$ cat src/hw/rtl/scr_pkg.sv
// ----------------------------------------------------------------------------
// scr_pkg: shared types and constants
// Frame limits, codes, payload structs and controller/datapath interface.
// ----------------------------------------------------------------------------
package scr_pkg;

  localparam int MAX_WIDTH   = 64;
  localparam int MAX_HEIGHT  = 64;
  localparam int MAX_HALF    = 3;
  localparam int FRAME_CAP   = MAX_WIDTH * MAX_HEIGHT;
  localparam int ADDR_W      = $clog2(FRAME_CAP);
  localparam int DIM_W       = 7;
  localparam int XW          = $clog2(MAX_WIDTH);
  localparam int YW          = $clog2(MAX_HEIGHT);
  localparam int KW          = 3;
  localparam int SAMPLE_W    = 24;
  localparam int ACC_W       = 40;
  localparam int COEF_W      = 16;
  localparam int PROD_W      = ACC_W + COEF_W;
  localparam int SUM_W       = 64;
  localparam int CFG_W       = 64;
  localparam int CFG_IDX_W   = 3;

  localparam logic [1:0] FUNC_LOAD    = 2'd0;
  localparam logic [1:0] FUNC_COMPUTE = 2'd1;
  localparam logic [1:0] FUNC_READ    = 2'd2;

  localparam logic [CFG_IDX_W-1:0] REG_HALF_WIDTH   = 3'd0;
  localparam logic [CFG_IDX_W-1:0] REG_FRAME_WIDTH  = 3'd1;
  localparam logic [CFG_IDX_W-1:0] REG_FRAME_HEIGHT = 3'd2;
  localparam logic [CFG_IDX_W-1:0] REG_PASSES       = 3'd3;
  localparam logic [CFG_IDX_W-1:0] REG_COEF_LOW     = 3'd4;
  localparam logic [CFG_IDX_W-1:0] REG_COEF_HIGH    = 3'd5;

  typedef struct packed {
    logic [1:0]                 func;
    logic signed [SAMPLE_W-1:0] sample;
  } in_t;

  typedef struct packed {
    logic signed [SAMPLE_W-1:0] value;
    logic                       end_of_frame;
    logic                       kind;
  } out_t;

  // controller -> datapath
  typedef struct packed {
    logic          load;
    logic          read;
    logic          rd_out;
    logic          ack;
    logic          mem_rd;
    logic          mul;
    logic          acc;
    logic          acc_first;
    logic          wr;
    logic          row_phase;
    logic          src_fs;
    logic [XW-1:0] x;
    logic [YW-1:0] y;
    logic [KW-1:0] k;
  } cmd_t;

  // datapath -> controller
  typedef struct packed {
    logic [DIM_W-1:0] w;
    logic [DIM_W-1:0] h;
    logic [1:0]       m;
    logic [2:0]       passes;
  } status_t;

  // mirror about the edge sample, then clamp into [0,n-1]
  function automatic logic [XW-1:0] reflect(input logic signed [9:0] i,
                                            input logic [DIM_W-1:0] n);
    logic signed [9:0] v;
    logic signed [9:0] nn;
    v  = i;
    nn = {3'b000, n};
    if (v < 0) v = -v;
    if (v >= nn) v = 10'(2 * nn - 2 - v);
    if (v < 0) v = '0;
    if (v >= nn) v = nn - 10'sd1;
    return v[XW-1:0];
  endfunction

endpackage

$ cat src/hw/rtl/scr_ctrl.sv
// ----------------------------------------------------------------------------
// scr_ctrl: sequencing state machine
// Walks passes, rows, columns and taps; drives the datapath commands.
// ----------------------------------------------------------------------------
module scr_ctrl (
  input  logic             clk,
  input  logic             rst,
  input  logic             in_valid,
  input  logic [1:0]       in_func,
  output logic             in_stall,
  output logic             out_valid,
  input  logic             out_stall,
  input  scr_pkg::status_t status,
  output scr_pkg::cmd_t    cmd
);
  import scr_pkg::*;

  typedef enum logic [2:0] {
    S_IDLE, S_RD_WAIT, S_T_RD, S_T_MUL, S_T_ACC, S_T_WR, S_DONE
  } state_t;

  state_t        state;
  logic [XW-1:0] x;
  logic [YW-1:0] y;
  logic [KW-1:0] k;
  logic [2:0]    p;
  logic          row_phase;
  logic          src_fs;
  logic          accept;
  logic          wants_out;
  logic [KW-1:0] k_last;
  logic          x_last;

  assign wants_out = (in_func == FUNC_COMPUTE) || (in_func == FUNC_READ);
  assign in_stall  = (state != S_IDLE) || (out_valid && out_stall && wants_out);
  assign accept    = in_valid && !in_stall;
  assign k_last    = KW'({status.m, 1'b0});
  assign x_last    = (DIM_W'(x) == status.w - DIM_W'(1));

  always_comb begin
    cmd           = '0;
    cmd.x         = x;
    cmd.y         = y;
    cmd.k         = k;
    cmd.row_phase = row_phase;
    cmd.src_fs    = src_fs;
    cmd.load      = (state == S_IDLE) && accept && (in_func == FUNC_LOAD);
    cmd.read      = (state == S_IDLE) && accept && (in_func == FUNC_READ);
    cmd.rd_out    = (state == S_RD_WAIT);
    cmd.ack       = (state == S_DONE);
    cmd.mem_rd    = (state == S_T_RD);
    cmd.mul       = (state == S_T_MUL);
    cmd.acc       = (state == S_T_ACC);
    cmd.acc_first = (k == '0);
    cmd.wr        = (state == S_T_WR);
  end

  always_ff @(posedge clk) begin
    if (rst) begin
      state     <= S_IDLE;
      out_valid <= 1'b0;
      x         <= '0;
      y         <= '0;
      k         <= '0;
      p         <= '0;
      row_phase <= 1'b0;
      src_fs    <= 1'b1;
    end else begin
      if (out_valid && !out_stall) out_valid <= 1'b0;
      unique case (state)
        S_IDLE: begin
          if (accept && in_func == FUNC_COMPUTE) begin
            x <= '0; y <= '0; k <= '0; p <= '0;
            row_phase <= 1'b0;
            src_fs    <= 1'b1;
            state     <= S_T_RD;
          end else if (accept && in_func == FUNC_READ) begin
            state <= S_RD_WAIT;
          end
        end
        S_RD_WAIT: begin
          out_valid <= 1'b1;
          state     <= S_IDLE;
        end
        S_T_RD:  state <= S_T_MUL;
        S_T_MUL: state <= S_T_ACC;
        S_T_ACC: begin
          if (k == k_last) begin
            state <= S_T_WR;
          end else begin
            k     <= k + KW'(1);
            state <= S_T_RD;
          end
        end
        S_T_WR: begin
          k     <= '0;
          state <= S_T_RD;
          if (x_last) begin
            x <= '0;
            if (!row_phase) begin
              row_phase <= 1'b1;
            end else begin
              row_phase <= 1'b0;
              if (DIM_W'(y) == status.h - DIM_W'(1)) begin
                y      <= '0;
                src_fs <= !src_fs;
                p      <= p + 3'd1;
                if (p + 3'd1 >= status.passes) state <= S_DONE;
              end else begin
                y <= y + YW'(1);
              end
            end
          end else begin
            x <= x + XW'(1);
          end
        end
        S_DONE: begin
          out_valid <= 1'b1;
          state     <= S_IDLE;
        end
        default: state <= S_IDLE;
      endcase
    end
  end

endmodule

$ cat config.mk
export PLATFORM = sky130hd
export DESIGN_NAME = scr_ctrl
export DESIGN_NICKNAME = d
export VERILOG_FILES = /design/src/hw/rtl/scr_pkg.sv /design/src/hw/rtl/scr_ctrl.sv
export SDC_FILE = /design/constraint.sdc
export NUM_CORES = 1
export LEC_CHECK = 0
export BUFFER_PORTS_ARGS = -buffer_cell sky130_fd_sc_hd__buf_2
export CAP_MARGIN = 20
export CORE_ASPECT_RATIO = 0.8
export CORE_UTILIZATION = 53
export CTS_CLUSTER_DIAMETER = 60
export DETAILED_ROUTE_END_ITERATION = 10
export PLACE_DENSITY = 0.82
export SYNTH_ARGS = -nofsm -noshare
export SYNTH_HDL_FRONTEND = slang
export SYNTH_SLANG_ARGS = --single-unit
export TNS_END_PERCENT = 5
$ cat constraint.sdc
create_clock -name clk -period 2.4 [get_ports clk]
set_clock_uncertainty 0.1 [all_clocks]
set_input_delay 0.12 -clock clk [delete_from_list [all_inputs] [get_ports clk]]
set_output_delay 0.12 -clock clk [all_outputs]
set_load 0.01 [all_outputs]
Word level (Yosys, flattened, before mapping)
Index checks and enable logic that the tools add are counted.
{"block": "totals", "wordCells": 92, "reg_bits": 24, "inputBits": 25}
{"block": "op_classes", "reduce_logical": 27, "add_sub_neg": 6, "n_lt_le_gt_ge": 1, "n_eq_ne": 17, "n_mux": 33}
{"operator": "$mux 3", "n": 12}
{"operator": "$mux 6", "n": 5}
{"operator": "$pmux 6 s2", "n": 2}
{"operator": "$pmux 3 s5", "n": 1}
{"operator": "$eq 6x7->1", "n": 2}
{"operator": "$sub 7x1->7 const B", "n": 2}
{"operator": "$add 6x1->6 const B", "n": 2}
{"operator": "$eq 3x3->1 const B", "n": 3}
{"operator": "$logic_and 1x1->1", "n": 9}
{"operator": "$mux 1", "n": 9}
{"operator": "$pmux 3 s3", "n": 1}
{"operator": "$ne 2x1->1 const B", "n": 4}
{"operator": "$add 3x1->3 const B", "n": 2}
{"operator": "$eq 3x2->1 const B", "n": 2}
{"operator": "$logic_not 3->1", "n": 2}
{"operator": "$pmux 3 s2", "n": 1}
{"operator": "$reduce_and 3->1", "n": 2}
{"operator": "$reduce_bool 3->1", "n": 2}
{"operator": "$reduce_and 5->1", "n": 1}
{"operator": "$pmux 1 s2", "n": 2}
{"operator": "$reduce_and 4->1", "n": 1}
{"operator": "$reduce_bool 2->1", "n": 2}
{"operator": "$eq 3x1->1 const B", "n": 1}
{"operator": "$eq 3x3->1", "n": 1}
{"operator": "other kinds (10)", "n": 13}

Longest topological paths before layout
{"block": "logic_depth", "depth_word": 10, "ltp_mapped": 9, "ltp_nobuf": 8}

Worst setup path after synthesis
OpenSTA, ideal clock, no wires.
{"block": "synth_path", "path_type": "register to register", "start": "reg x[2]", "end": "reg y[2]", "slack_ns": 0.251, "path_stages_with_launch": 7, "setup_time_ns": 0.080, "period_less_slack_ns": 2.149, "t_arrival_ns": 1.969, "cell_sequence": "dfxtp_1 -> nor4bb_1 -> o211ai_1 -> nor4_4 -> a31oi_1 -> or3_1 -> a211oi_2"}
{"block": "synth_between", "elab_chain_cells": 3}
{"element": "from (decl)", "line_no": "scr_ctrl.sv:23", "text": "logic [XW-1:0] x;"}
{"element": "from (signal assigned)", "line_no": "scr_ctrl.sv:114", "text": "x <= x + XW'(1);"}
{"element": "$eq 6x7->1", "line_no": "scr_ctrl.sv:38", "text": "assign x_last = (DIM_W'(x) == status.w - DIM_W'(1));"}
{"element": "$ne 2x1->1 (no source line)"}
{"element": "$reduce_and 4->1 (no source line)"}
{"element": "to (signal assigned)", "line_no": "scr_ctrl.sv:110", "text": "y <= y + YW'(1);"}
{"element": "to (decl)", "line_no": "scr_ctrl.sv:24", "text": "logic [YW-1:0] y;"}
No other way between the ends.
A chain may end at the register's enable or synchronous reset.

Final worst setup path
{"block": "layout_path", "start": "reg x[4]", "end": "reg y[2]"}
The elaborated chain is that of the path after synthesis.

==> results by group <==
Run status
  • Outcome: finished, final reports clean

Worst setup path
  • CP Class: flip-flop to flip-flop
  • CP max stage delay: 0.45 ns
  • Critical path depth in cells: 6
  • Worst-path cell chain: xnor2_1 -> o211ai_1 -> nor4_4 -> a31oi_1 -> or3_1 -> a211oi_2
  • Critical path fanouts, max: 6
  • Bufs and invs on worst path: 0
  • CP Launch Type: flip-flop
  • CP top delay family: simple AND/OR/NAND/NOR gates
  • CP max-delay cell: nor4_4
  • Arrival @ worst endpoint: 2.36 ns
  • Critical Path RT: 2.50 ns
  • R2R depth: 6
  • Worst setup EP type: flip-flop

Layout
  • Register Area: 480 sq um
  • Diode count: 0
  • FILL cells: 296
  • Post-Route Utilization: 0.670
  • Nets: 320
  • Area growth, synth to finish: 19.4%
  • Area of the multi-input gates: 1360 sq um
  • Layout cells sized above 1: 0.278
  • Fin area: 2310 sq um

Placement
  • Detail Placement HPWL: 3.40 mm
  • Placer congestion estimate: 0.828
  • IO Port Bufs: 52
  • Area post-placement: 2250 sq um
  • Dpl ws: -0.0312 ns

Global routing
  • Grt total ovfl: 0
  • Largest net degree at the start of global routing: 26
  • First-pass GRT wire length: 7.71 mm
  • Tot GR Track Use: 0.238
  • Vias in the first global route: 1813
  • Initial antenna violation count: 0

Yosys
  • Sequential area share after synthesis: 0.249
  • Synth Register Bits: 24
  • Cells after Synth: 228
  • Ranking of synthesized cells by area: dfxtp_1, ha_1, xnor2_1
  • Synth cell types: 55
  • Post-synth top area share: 0.249
  • Dominant synthesized flop cell: dfxtp_1
  • Mean post-synth cell area: 8.48 sq um
  • Post-Syn Area: 1930 sq um
  • Syn nets: 266
  • Fraction of registers with async set/reset: 0
  • Area leader, netlist: dfxtp_1
  • Post-synth EDFFs: 0
  • Ys Warns: 0

Detailed routing
  • Vias per cell: 5.85
  • DR vias: 1888
  • DR WL/cell: 13.7 um
  • First drt pass iteration count: 4
  • Final WL: 4.41 mm
  • DRC: 0
  • Iter 0 DRT Violations: 80
  • Routed Antenna Nets: 0

Timing
  • Final worst setup slack: 0.137 ns
  • F_max: 442 MHz
  • Fin Hold WS: 0.0147 ns
  • Final setup viols: 0
  • Measured slew at the worst slew-check pin: 0.520 ns
  • Fin. max-slew vios: 0
  • Crit path time final: 2.26 ns
  • Slew Limit Headroom: 0.652
  • Final Hold Viols: 0
  • Final cycle utilization of the critical path: 0.943
  • RSZ-0062 raised after global routing: true

CTS
  • Clock sinks: 24
  • Clk buf depth: 2
  • Clk root buf: clkbuf_8
  • CTS tree: done
  • Num CTS Buffers: 3
  • Worst-Skew Late Latency: 0.27 ns
  • H-tree depth: 1
  • Setup bufs post-CTS: 0
  • Worst-path clk slew: 0.09 ns

Min path
  • Min-Delay Path Class: primary input to flip-flop
  • Hold path depth: 3

Die
  • Total core area: 3450 sq um
  • Ports: 53
  • Die height: 56.0 um
  • Die Wd: 69.5 um
  • Initial Util: 0.561
  • Die area: 3890 sq um
  • Placement row count: 19

Flow run
  • Max-cap viol count: 0

Pwr
  • Worst vdd ir: 0.000377 V
  • Power per Cell Area: 354 nW/um^2
  • Pwr Total: 818 uW
  • Pleak: 0.00102 uW
-- sequential cells by signal, summed over array words and instances, names as in the netlist --
| name | count |
|---|---|
| y | 6 |
| p | 3 |
| x | 6 |
| row_phase | 1 |
| out_valid | 1 |
| k | 3 |
| src_fs | 1 |
| state | 3 |
-- cell usage after synthesis (2+ instances only) --
library cell,count
dfxtp_1,24
nor2_1,15
a21oi_1,14
ha_1,13
inv_1,12
nand3_1,10
nor2b_1,9
xnor2_1,9
xor2_1,9
nand2_1,8
nand2b_1,7
nor3_1,6
clkbuf_1,5
o2111ai_1,5
o21ai_0,5
a311oi_1,4
and2_1,4
and3_1,4
nor3b_1,4
or3_1,4
a211oi_2,3
a31oi_1,3
buf_2,3
nand4_1,3
a211o_1,2
a211oi_1,2
a22oi_4,2
a32oi_1,2
a41oi_1,2
and3b_1,2
buf_4,2
nand3b_1,2
o21ai_1,2
o2bb2ai_1,2
o31a_1,2
o31ai_1,2
or2_1,2
or3_4,2
-- metal layers --
layer | track usage | part of all wire | vias up
met2 | 0.412 | 0.47 | 64
met4 | 0.0350 | 0.0063 | 0
met5 | 0 | 0 | -
li1 | - | - | 954
met3 | 0.0453 | 0.051 | 4
met1 | 0.314 | 0.48 | 866
-- area by class of cell --
type | count | share of cell area
Clock buffer | 4 | 0.0238
Sequential cell | 24 | 0.208
Tap cell | 42 | 0.0228
Multi-Input combinational cell | 182 | 0.590
Timing Repair Buffer | 59 | 0.136
Inverter | 12 | 0.0195
-- cell families (layout without fill, tap and decap cells) --
| kind of cell | after synthesis | count (layout) | share of synthesized area |
|---|---|---|---|
| AO/OA/AOI/OAI | 59 | 59 | 0.239 |
| adder cells (fa/ha/maj) | 13 | 13 | 0.0841 |
| XOR/XNOR | 18 | 18 | 0.0816 |
| flip-flops | 24 | 24 | 0.249 |
| AND/OR/NAND/NOR | 91 | 91 | 0.293 |
| multiplexers | 1 | 1 | 0.00518 |
| buffers and inverters | 22 | 75 | 0.0485 |
-- cell usage in the layout, fill, tap and decap left out, types with 5 or more instances in the layout --
cell,n
nor2_1,15
buf_4,7
inv_1,12
o21ai_0,5
nor3_1,6
xnor2_1,9
o2111ai_1,5
nand2b_1,7
nor2b_1,9
a21oi_1,13
xor2_1,9
nand2_1,8
buf_2,52
nand3_1,10
ha_1,13
dfxtp_1,24
-- per-stage QoR --
step	TNS [ns]	cells
4_1_cts	0	323
3_5_place_dp	-0.0645	319
3_3_place_gp	0	319
5_1_grt	-0.0172	323
2_1_floorplan	0	228
6_report	0	323
-- repair_timing --
action                     in CTS  in global routing
gates resized for setup         0                  1
setup endpoints to repair       0                  4
hold buffers                    0                  0
-- worst min-delay path, stage by stage --
cell	delay, ns
buf_2	0.09
a211oi_1	0.06
nor2_1	0.08
-- power breakdown --
part	switching [uW]	leakage [uW]	total, uW	internal (uW)
clock network	133	0.0000288	280	147
registers	3.08	0.000193	403	400
logic	75.5	0.000793	135	59.7
total	212	0.00102	818	606
-- path summary, 6_finish.rpt --
| kind | slack (ns) | to | startpoint |
|---|---|---|---|
| hold / removal | 0.01 | out_valid | out_stall |
| setup reg to reg | 0.14 | y[2] | x[4] |
| hold reg to reg | 0.39 | p[1] | p[1] |
| setup / recovery | 0.14 | y[2] | x[4] |
Note: power is estimated with default switching activity, not from simulation.
